<file path="config.mk">
export PLATFORM = sky130hd
export DESIGN_NAME = sbus_frame_channel_decoder_unit_flat
export DESIGN_NICKNAME = d
export VERILOG_FILES = /design/src/rtl/core/sbfd_pkg.sv /design/src/rtl/core/sbfd_ifs.sv /design/src/rtl/core/sbus_frame_channel_decoder_unit.sv /design/src/flat_wrapper.sv
export VERILOG_INCLUDE_DIRS = /design/src /design/src/rtl/core
export SDC_FILE = /design/constraint.sdc
export NUM_CORES = 1
export LEC_CHECK = 0
export BUFFER_PORTS_ARGS = -buffer_cell sky130_fd_sc_hd__buf_4
export CAP_MARGIN = 10
export CORE_MARGIN = 2
export CORE_UTILIZATION = 55
export CTS_BUF_LIST = sky130_fd_sc_hd__clkbuf_4 sky130_fd_sc_hd__clkbuf_8
export CTS_CLUSTER_SIZE = 30
export DETAILED_ROUTE_END_ITERATION = 7
export PLACE_DENSITY = 0.72
export SETUP_SLACK_MARGIN = 0.5
export SYNTH_ARGS = -nofsm -noshare
export SYNTH_HDL_FRONTEND = slang
export SYNTH_SLANG_ARGS = --single-unit
export TNS_END_PERCENT = 50
</file>
<file path="constraint.sdc">
create_clock -name clk -period 8.7 [get_ports clk]
set_clock_uncertainty 0.1 [all_clocks]
set_input_delay 1.74 -clock clk [delete_from_list [all_inputs] [get_ports clk]]
set_output_delay 1.74 -clock clk [all_outputs]
set_load 0.01 [all_outputs]
</file>
<file path="src/rtl/core/sbus_frame_channel_decoder_unit_defines.svh">
// ---------------------------------------------------------------------------
// SBUS frame channel decoder: assertion macros
// Concurrent assertion wrappers, empty in synthesis builds.
// ---------------------------------------------------------------------------
`ifndef SBUS_FRAME_CHANNEL_DECODER_UNIT_DEFINES_SVH
`define SBUS_FRAME_CHANNEL_DECODER_UNIT_DEFINES_SVH

`ifndef SYNTHESIS
// same-cycle implication
`define SBFD_ASSERT_IMP(label, clk, rst, ante, cons) \
  label: assert property (@(posedge clk) disable iff (rst) (ante) |-> (cons)) \
    else $error("sbfd assertion failed");
// next-cycle implication
`define SBFD_ASSERT_NXT(label, clk, rst, ante, cons) \
  label: assert property (@(posedge clk) disable iff (rst) (ante) |=> (cons)) \
    else $error("sbfd assertion failed");
`else
`define SBFD_ASSERT_IMP(label, clk, rst, ante, cons)
`define SBFD_ASSERT_NXT(label, clk, rst, ante, cons)
`endif

`endif

</file>
<file path="src/rtl/core/sbfd_pkg.sv">
// ---------------------------------------------------------------------------
// SBUS frame channel decoder package
// Widths, frame layout constants, item codes and the channel value mapping.
// ---------------------------------------------------------------------------
`default_nettype none

package sbfd_pkg;

  localparam int FRAME_BYTES  = 25;
  localparam int STORE_DEPTH  = FRAME_BYTES - 2;      // frame bytes 1..23
  localparam int MEM_DEPTH    = 2 * STORE_DEPTH;      // two frame banks
  localparam int MEM_AW       = $clog2(MEM_DEPTH);
  localparam int ST_AW        = $clog2(STORE_DEPTH);
  localparam int POS_W        = $clog2(FRAME_BYTES + 1);

  localparam int BYTE_W       = 8;
  localparam int CH_W         = 11;
  localparam int MAP_W        = 12;
  localparam int IDX_W        = 5;
  localparam int ACC_W        = CH_W - 1 + BYTE_W;    // worst-case bits held
  localparam int CNT_W        = $clog2(ACC_W + 1);

  localparam int CFG_W        = CH_W;
  localparam int CFG_IDX_W    = 1;

  // register indexes
  localparam logic [CFG_IDX_W-1:0] REG_STICK_CENTER = CFG_IDX_W'(0);
  localparam logic [CFG_IDX_W-1:0] REG_KNOB_OFFSET  = CFG_IDX_W'(1);

  localparam logic [CFG_W-1:0] STICK_CENTER_RST = CFG_W'(1024);
  localparam logic [CFG_W-1:0] KNOB_OFFSET_RST  = CFG_W'(240);

  // byte positions within a frame
  localparam logic [POS_W-1:0] POS_FIRST = POS_W'(1);
  localparam logic [POS_W-1:0] POS_FLAGS = POS_W'(STORE_DEPTH);
  localparam logic [POS_W-1:0] POS_LAST  = POS_W'(FRAME_BYTES - 1);
  localparam logic [POS_W-1:0] POS_IDLE  = POS_W'(FRAME_BYTES);

  // 16 channels x 11 bits fill exactly 22 bytes
  localparam int NUM_CHANNELS = 16;
  localparam logic [ST_AW-1:0] CH_BYTES = ST_AW'(NUM_CHANNELS * CH_W / BYTE_W);

  // flag byte bit positions
  localparam int FLAG_DIG0_BIT = 7;
  localparam int FLAG_DIG1_BIT = 6;
  localparam int FLAG_FS_BIT   = 3;
  localparam int FLAG_LOST_BIT = 2;

  // item codes
  localparam logic [IDX_W-1:0] ITEM_STICK_FIRST = IDX_W'(0);
  localparam logic [IDX_W-1:0] ITEM_STICK_LAST  = IDX_W'(3);
  localparam logic [IDX_W-1:0] ITEM_SW_A        = IDX_W'(4);
  localparam logic [IDX_W-1:0] ITEM_SW_B        = IDX_W'(5);
  localparam logic [IDX_W-1:0] ITEM_SW_C        = IDX_W'(6);
  localparam logic [IDX_W-1:0] ITEM_SW_D        = IDX_W'(7);
  localparam logic [IDX_W-1:0] ITEM_KNOB_FIRST  = IDX_W'(8);
  localparam logic [IDX_W-1:0] ITEM_KNOB_LAST   = IDX_W'(9);
  localparam logic [IDX_W-1:0] ITEM_HOLD_END    = IDX_W'(10);
  localparam logic [IDX_W-1:0] ITEM_CH_END      = IDX_W'(NUM_CHANNELS);
  localparam logic [IDX_W-1:0] ITEM_DIG0        = IDX_W'(16);
  localparam logic [IDX_W-1:0] ITEM_LAST        = IDX_W'(17);

  localparam int DIV_SW3 = 904;
  localparam int DIV_SW6 = 603;

  function automatic logic signed [MAP_W-1:0] map_value(
    input logic [IDX_W-1:0] k,
    input logic [CH_W-1:0]  raw,
    input logic [CFG_W-1:0] center,
    input logic [CFG_W-1:0] knob,
    input logic             hold
  );
    logic [MAP_W-1:0] v;
    logic [1:0]       q;
    q = 2'd0;
    case (k) inside
      [ITEM_STICK_FIRST:ITEM_STICK_LAST]: begin
        v = {1'b0, raw} - {1'b0, center};
      end
      ITEM_SW_A, ITEM_SW_B, ITEM_SW_D: begin
        if (raw >= CH_W'(2 * DIV_SW3)) q = 2'd2;
        else if (raw >= CH_W'(DIV_SW3)) q = 2'd1;
        v = MAP_W'(q);
      end
      ITEM_SW_C: begin
        if (raw >= CH_W'(3 * DIV_SW6)) q = 2'd3;
        else if (raw >= CH_W'(2 * DIV_SW6)) q = 2'd2;
        else if (raw >= CH_W'(DIV_SW6)) q = 2'd1;
        v = MAP_W'(q);
      end
      [ITEM_KNOB_FIRST:ITEM_KNOB_LAST]: begin
        v = {1'b0, raw} - {1'b0, knob};
      end
      default: begin
        v = {1'b0, raw};
      end
    endcase
    if (hold && (k < ITEM_HOLD_END)) v = '0;
    return $signed(v);
  endfunction

endpackage

`default_nettype wire

</file>
<file path="src/rtl/core/sbfd_ifs.sv">
// ---------------------------------------------------------------------------
// SBUS frame channel decoder channels
// Valid/ready channels for frame bytes in and decoded channel results out.
// ---------------------------------------------------------------------------
`default_nettype none

interface sbfd_rx_if;
  import sbfd_pkg::*;
  logic              valid;
  logic              ready;
  logic [BYTE_W-1:0] rx_byte;
  logic              frame_start;
  modport source (output valid, rx_byte, frame_start, input ready);
  modport sink   (input valid, rx_byte, frame_start, output ready);
endinterface

interface sbfd_res_if;
  import sbfd_pkg::*;
  logic                    valid;
  logic                    ready;
  logic [IDX_W-1:0]        item_index;
  logic [CH_W-1:0]         raw_value;
  logic signed [MAP_W-1:0] mapped_value;
  logic                    failsafe;
  logic                    frame_lost;
  logic                    last_item;
  modport source (output valid, item_index, raw_value, mapped_value, failsafe,
                  frame_lost, last_item, input ready);
  modport sink   (input valid, item_index, raw_value, mapped_value, failsafe,
                  frame_lost, last_item, output ready);
endinterface

`default_nettype wire

</file>
<file path="src/rtl/core/sbus_frame_channel_decoder_unit.sv">
// Drain start: the first result is registered once two stored bytes are absorbed.
// Throughput: one byte per cycle in; input stalls only when a frame ends while
//   the previous burst drains. A frame's 18 results come from 22 packed bytes,
//   at most one store read and one result per cycle, held by output back-pressure.
// Reset: idle awaiting a start byte, registers to defaults; byte store not cleared.
// ---------------------------------------------------------------------------
// SBUS frame channel decoder
// Stores frame bytes in a two-bank RAM, unpacks 11-bit channels through a bit
// accumulator, maps stick, switch and knob channels and emits two digital flags.
// ---------------------------------------------------------------------------
`default_nettype none
`include "sbus_frame_channel_decoder_unit_defines.svh"

module sbus_frame_channel_decoder_unit (
  input  logic                           clk,
  input  logic                           rst,
  sbfd_rx_if.sink                        rx,
  sbfd_res_if.source                     res,
  input  logic                           cfg_wr_en,
  input  logic [sbfd_pkg::CFG_IDX_W-1:0] cfg_index,
  input  logic [sbfd_pkg::CFG_W-1:0]     cfg_data
);
  import sbfd_pkg::*;

  function automatic logic [MEM_AW-1:0] mem_addr(input logic bank,
                                                 input logic [ST_AW-1:0] idx);
    return bank ? MEM_AW'(idx) + MEM_AW'(STORE_DEPTH) : MEM_AW'(idx);
  endfunction

  // configuration
  logic [CFG_W-1:0] stick_center;
  logic [CFG_W-1:0] knob_offset;

  // frame capture
  logic [POS_W-1:0]  pos;
  logic              wbank;
  logic [BYTE_W-1:0] flags_w;

  // drain engine
  logic              busy;
  logic              dbank;
  logic [BYTE_W-1:0] flags_d;
  logic [ST_AW-1:0]  raddr;
  logic              rd_vld;
  logic [BYTE_W-1:0] rdata;
  logic [ACC_W-1:0]  acc;
  logic [CNT_W-1:0]  cnt;
  logic [IDX_W-1:0]  k;

  logic [BYTE_W-1:0] mem [MEM_DEPTH];

  // output register
  logic                    out_valid;
  logic [IDX_W-1:0]        out_index;
  logic [CH_W-1:0]         out_raw;
  logic signed [MAP_W-1:0] out_mapped;
  logic                    out_fs;
  logic                    out_lost;
  logic                    out_last;

  logic             rx_go;
  logic             wr_en;
  logic             frame_done;
  logic [ST_AW-1:0] wr_idx;
  logic             out_free;
  logic             chan_phase;
  logic             emit;
  logic             absorb;
  logic             rd_en;
  logic [CH_W-1:0]  raw_sel;
  logic             fs;
  logic             lost;

  // a frame cannot complete into the bank still draining
  assign rx.ready   = !(busy && (pos == POS_LAST));
  assign rx_go      = rx.valid && rx.ready;
  assign wr_en      = rx_go && !rx.frame_start && (pos >= POS_FIRST) && (pos <= POS_FLAGS);
  assign frame_done = rx_go && !rx.frame_start && (pos == POS_LAST);
  assign wr_idx     = ST_AW'(pos - POS_FIRST);

  assign out_free   = !out_valid || res.ready;
  assign chan_phase = k < ITEM_CH_END;
  assign emit       = busy && out_free && (!chan_phase || (cnt >= CNT_W'(CH_W)));
  assign absorb     = busy && chan_phase && (cnt < CNT_W'(CH_W)) && rd_vld;
  assign rd_en      = busy && (raddr < CH_BYTES) && (!rd_vld || absorb);

  assign fs   = flags_d[FLAG_FS_BIT];
  assign lost = flags_d[FLAG_LOST_BIT];

  always_comb begin
    if (chan_phase) begin
      raw_sel = acc[CH_W-1:0];
    end else if (k == ITEM_DIG0) begin
      raw_sel = CH_W'(flags_d[FLAG_DIG0_BIT]);
    end else begin
      raw_sel = CH_W'(flags_d[FLAG_DIG1_BIT]);
    end
  end

  always_ff @(posedge clk) begin
    if (rst) begin
      stick_center <= STICK_CENTER_RST;
      knob_offset  <= KNOB_OFFSET_RST;
    end else if (cfg_wr_en) begin
      unique case (cfg_index)
        REG_STICK_CENTER: stick_center <= cfg_data;
        REG_KNOB_OFFSET:  knob_offset  <= cfg_data;
        default: ;
      endcase
    end
  end

  always_ff @(posedge clk) begin
    if (rst) begin
      pos <= POS_IDLE;
    end else if (rx_go) begin
      if (rx.frame_start) begin
        pos <= POS_FIRST;
      end else if (pos < POS_IDLE) begin
        pos <= pos + POS_W'(1);
      end
    end
  end

  always_ff @(posedge clk) begin
    if (wr_en && (pos == POS_FLAGS)) begin
      flags_w <= rx.rx_byte;
    end
  end

  // frame RAM: capture bank written, drain bank read
  always_ff @(posedge clk) begin
    if (wr_en) begin
      mem[mem_addr(wbank, wr_idx)] <= rx.rx_byte;
    end
    if (rd_en) begin
      rdata <= mem[mem_addr(dbank, raddr)];
    end
  end

  always_ff @(posedge clk) begin
    if (rst) begin
      busy   <= 1'b0;
      wbank  <= 1'b0;
      dbank  <= 1'b0;
      rd_vld <= 1'b0;
      raddr  <= '0;
      cnt    <= '0;
      k      <= '0;
    end else if (frame_done) begin
      busy    <= 1'b1;
      dbank   <= wbank;
      wbank   <= !wbank;
      flags_d <= flags_w;
      rd_vld  <= 1'b0;
      raddr   <= '0;
      acc     <= '0;
      cnt     <= '0;
      k       <= '0;
    end else begin
      if (rd_en) begin
        raddr  <= raddr + ST_AW'(1);
        rd_vld <= 1'b1;
      end else if (absorb) begin
        rd_vld <= 1'b0;
      end
      // append a byte above the held bits, or pop one channel off the bottom
      if (absorb) begin
        acc <= acc | (ACC_W'(rdata) << cnt);
        cnt <= cnt + CNT_W'(BYTE_W);
      end else if (emit && chan_phase) begin
        acc <= acc >> CH_W;
        cnt <= cnt - CNT_W'(CH_W);
      end
      if (emit) begin
        k <= k + IDX_W'(1);
        if (k == ITEM_LAST) begin
          busy <= 1'b0;
        end
      end
    end
  end

  always_ff @(posedge clk) begin
    if (rst) begin
      out_valid <= 1'b0;
    end else if (emit) begin
      out_valid <= 1'b1;
    end else if (res.ready) begin
      out_valid <= 1'b0;
    end
  end

  always_ff @(posedge clk) begin
    if (emit) begin
      out_index  <= k;
      out_raw    <= raw_sel;
      out_mapped <= map_value(k, raw_sel, stick_center, knob_offset, fs || lost);
      out_fs     <= fs;
      out_lost   <= lost;
      out_last   <= (k == ITEM_LAST);
    end
  end

  assign res.valid        = out_valid;
  assign res.item_index   = out_index;
  assign res.raw_value    = out_raw;
  assign res.mapped_value = out_mapped;
  assign res.failsafe     = out_fs;
  assign res.frame_lost   = out_lost;
  assign res.last_item    = out_last;

  `SBFD_ASSERT_IMP(a_bank_split, clk, rst, busy, dbank != wbank)
  `SBFD_ASSERT_IMP(a_acc_bound, clk, rst, busy, cnt <= CNT_W'(ACC_W))
  `SBFD_ASSERT_IMP(a_flags_phase, clk, rst, emit && !chan_phase, raddr == CH_BYTES && cnt == '0 && !rd_vld)
  `SBFD_ASSERT_NXT(a_burst_end, clk, rst, emit && k == ITEM_LAST, !busy && res.valid && res.last_item)

endmodule

`default_nettype wire
</file>
<file path="src/flat_wrapper.sv">
// flat-port wrapper written by rule: the top's interface ports become plain ports
module sbus_frame_channel_decoder_unit_flat import sbfd_pkg::*;
  (clk, rst, cfg_wr_en, cfg_index, cfg_data, rx_valid, rx_rx_byte, rx_frame_start, rx_ready, res_valid, res_item_index, res_raw_value, res_mapped_value, res_failsafe, res_frame_lost, res_last_item, res_ready);
  sbfd_rx_if rx_i ();
  sbfd_res_if res_i ();
  input  logic clk;
  input  logic rst;
  input  logic cfg_wr_en;
  input  logic [sbfd_pkg::CFG_IDX_W-1:0] cfg_index;
  input  logic [sbfd_pkg::CFG_W-1:0] cfg_data;
  input wire logic [$bits(rx_i.valid)-1:0] rx_valid;
  input wire logic [$bits(rx_i.rx_byte)-1:0] rx_rx_byte;
  input wire logic [$bits(rx_i.frame_start)-1:0] rx_frame_start;
  output wire logic [$bits(rx_i.ready)-1:0] rx_ready;
  output wire logic [$bits(res_i.valid)-1:0] res_valid;
  output wire logic [$bits(res_i.item_index)-1:0] res_item_index;
  output wire logic [$bits(res_i.raw_value)-1:0] res_raw_value;
  output wire logic [$bits(res_i.mapped_value)-1:0] res_mapped_value;
  output wire logic [$bits(res_i.failsafe)-1:0] res_failsafe;
  output wire logic [$bits(res_i.frame_lost)-1:0] res_frame_lost;
  output wire logic [$bits(res_i.last_item)-1:0] res_last_item;
  input wire logic [$bits(res_i.ready)-1:0] res_ready;
  assign rx_i.valid = rx_valid;
  assign rx_i.rx_byte = rx_rx_byte;
  assign rx_i.frame_start = rx_frame_start;
  assign rx_ready = rx_i.ready;
  assign res_valid = res_i.valid;
  assign res_item_index = res_i.item_index;
  assign res_raw_value = res_i.raw_value;
  assign res_mapped_value = res_i.mapped_value;
  assign res_failsafe = res_i.failsafe;
  assign res_frame_lost = res_i.frame_lost;
  assign res_last_item = res_i.last_item;
  assign res_i.ready = res_ready;
  sbus_frame_channel_decoder_unit u_core (.clk(clk), .rst(rst), .rx(rx_i), .res(res_i), .cfg_wr_en(cfg_wr_en), .cfg_index(cfg_index), .cfg_data(cfg_data));
endmodule
</file>
==> impl_metrics.env <==
export IMPL_status="finished, final reports clean"
export IMPL_cts_resized=0
export IMPL_diodes=0
export IMPL_cts_made_buffers=77
export IMPL_cts_sinks=480
export IMPL_final_cell_mix="edfxtp_1, nand2_1, nor2_1"
export IMPL_post_cts_buffers=0
export IMPL_htree_num_levels=3
export IMPL_yosysTopAreaCellShare_pct=62.3
export IMPL_final_hold_viol_count=0
export IMPL_worst_ep_required_time_ns=8.99
export IMPL_rows=71
export IMPL_overflow=0
export IMPL_cts_tree="yes"
export IMPL_synth_fp_nets=1530
export IMPL_fmax_mhz=237
export IMPL_syn_area_mm2=0.0209
export IMPL_synth_top_area_cell="edfxtp_1"
export IMPL_clkTransAtPathRegs_ns=0.07
export IMPL_yosysSeqAreaShare_pct=66.8
export IMPL_drc=0
export IMPL_nets=1605
export IMPL_fin_area_mm2=0.0233
export IMPL_max_cap_viol_count=0
export IMPL_dpl_hpwl_mm=29.3
export IMPL_holdCritPathClass="reg2reg"
export IMPL_routabilityCongestion=0.906
export IMPL_ys_warn_count=0
export IMPL_worstSetupStartpointType="register"
export IMPL_antenna_left=0
export IMPL_cp_arrival_ns=4.51
export IMPL_drv_slew=0
export IMPL_via_per_inst=5.95
export IMPL_grt_pass1_wl_mm=70.0
export IMPL_synth_edf_count=433
export IMPL_power_leakage_nw=7.81
export IMPL_place_area_mm2=0.0217
export IMPL_max_slew_margin_pct=13.3
export IMPL_synth_ff_type="edfxtp_1"
export IMPL_dpl_worst_slack_ns=4.45
export IMPL_wirelength_mm=45.3
export IMPL_endpoint_kind="register"
export IMPL_grt_pass1_vias=12300
export IMPL_rsz0062_at_grt="false"
export IMPL_power_density_mw_per_mm2=199
export IMPL_syn2layout_area_growth_pct=11.5
export IMPL_hold_buffers=0
export IMPL_antenna_found_initial=0
export IMPL_core_mm2=0.0375
export IMPL_wl_per_cell_um=21.4
export IMPL_final_setup_tns_ns=0
export IMPL_syn_area_per_cell_um2=14.2
export IMPL_clock_path_buffers=3
export IMPL_cts_root_buffer="clkbuf_8"
export IMPL_grt_max_degree=58
export IMPL_period_minus_slack_ns=4.23
export IMPL_die_area_mm2=0.0395
export IMPL_io_pins=59
export IMPL_clock_latency_ns=0.63
export IMPL_ir_drop_uv=156
export IMPL_drt_first_iter_violations=1197
export IMPL_setup_viol=0
export IMPL_die_w_um=199
export IMPL_worstPathMaxFanout=56
export IMPL_worst_slack_ns=4.47
export IMPL_path_class="reg2reg"
export IMPL_final_common_cell="edfxtp_1"
export IMPL_vias=12600
export IMPL_io_buffers=58
export IMPL_tightest_slew_ns=1.29
export IMPL_initial_core_util_pct=55.7
export IMPL_synth_area_leaders="edfxtp_1, mux4_2, dfxtp_1"
export IMPL_synth_cell_types=72
export IMPL_fin_crit_sh_pct=48.6
export IMPL_firstDrtPassIters=5
export IMPL_synthCells=1468
export IMPL_die_height_um=199
export IMPL_async_flop_share_pct=0
export IMPL_synth_ff_latch_count=480
export IMPL_layout_drive_gt1_share_pct=17.9
export IMPL_grt_total_usage_pct=23.6
[final cells by class]
cell class                 count  area (um2)
clock buffer                 112        1400
tap                          511         639
sequential                   480       13900
fill                        2795       14200
clock inverter                30         165
inverter                      39         146
multi-input combinational    876        6460
timing repair buffer          69         518
[path summary, 6_finish.rpt]
kind                            cells past startpoint                           to  slack, ns                   startpoint
worst max-delay path                                7    u_core.rdata[1]$_DFFE_PP_       4.47    u_core.dbank$_SDFFE_PP0P_
worst min-delay path                                0  u_core.flags_d[3]$_DFFE_PP_       0.31  u_core.flags_w[3]$_DFFE_PP_
worst max register to register                      7    u_core.rdata[1]$_DFFE_PP_       4.47    u_core.dbank$_SDFFE_PP0P_
worst min register to register                      0  u_core.flags_d[3]$_DFFE_PP_       0.31  u_core.flags_w[3]$_DFFE_PP_
[worst max-delay path, stage by stage, from the launching register on]
cell and delay [ns]:
dfxtp_1 0.81, xnor2_4 0.17, buf_4 0.86, buf_4 0.73
mux4_2 0.58, o22ai_1 0.22, o21ai_0 0.14, and4_1 0.27
[metal layers]
metal  part of all wire, %  GRT usage (%)
met1                    41           32.2
met2                    48           38.1
met4                   2.8           8.82
met3                   7.5           4.51
met5                     0              0
[report_power, final]
part / internal [mW] / switching, mW
Sequential: 2.52 / 0.0111
Combinational: 0.0644 / 0.115
Clock: 1.04 / 0.870
Total: 3.63 / 0.997
[synth_stat cells (16+ instances only)]
master,count
nand3_1,50
nand2_1,186
dfxtp_1,47
buf_2,16
inv_1,38
nor2b_1,23
edfxtp_1,433
nor3_1,34
nor2_1,126
mux2i_1,16
a21oi_1,67
mux4_2,75
o21ai_0,45
clkbuf_1,42
xnor2_1,30
ha_1,34
[registers in the layout, summed over array words and instances, names as in the netlist, 8 cells and up]
name / flops
u_core.acc: 18
u_core.knob_offset: 11
u_core.mem: 368
u_core.rdata: 8
u_core.res.mapped_value: 12
u_core.res.raw_value: 11
u_core.stick_center: 11
[stage by stage]
step	total power [mW]	hold WS (ns)	cells	utilization, %
floorplan	2.69	0.300	1468	-
global placement	2.75	0.303	1974	57.9
detailed placement	2.76	0.305	1974	57.9
CTS	4.65	0.316	2116	62.1
global route	4.77	0.321	2117	62.1
finish	4.62	0.313	2117	62.1
[kinds of logic after synthesis]
family,share of synthesized area (%)
muxes,9.71
xor gates and xnor gates,1.80
AOI/OAI and AO/OA,6.55
DFF,66.8
buffers and inverters,2.44
adders and majority gates,2.23
and+or+nand+nor,10.5
Note: power is estimated with default switching activity, not from simulation.
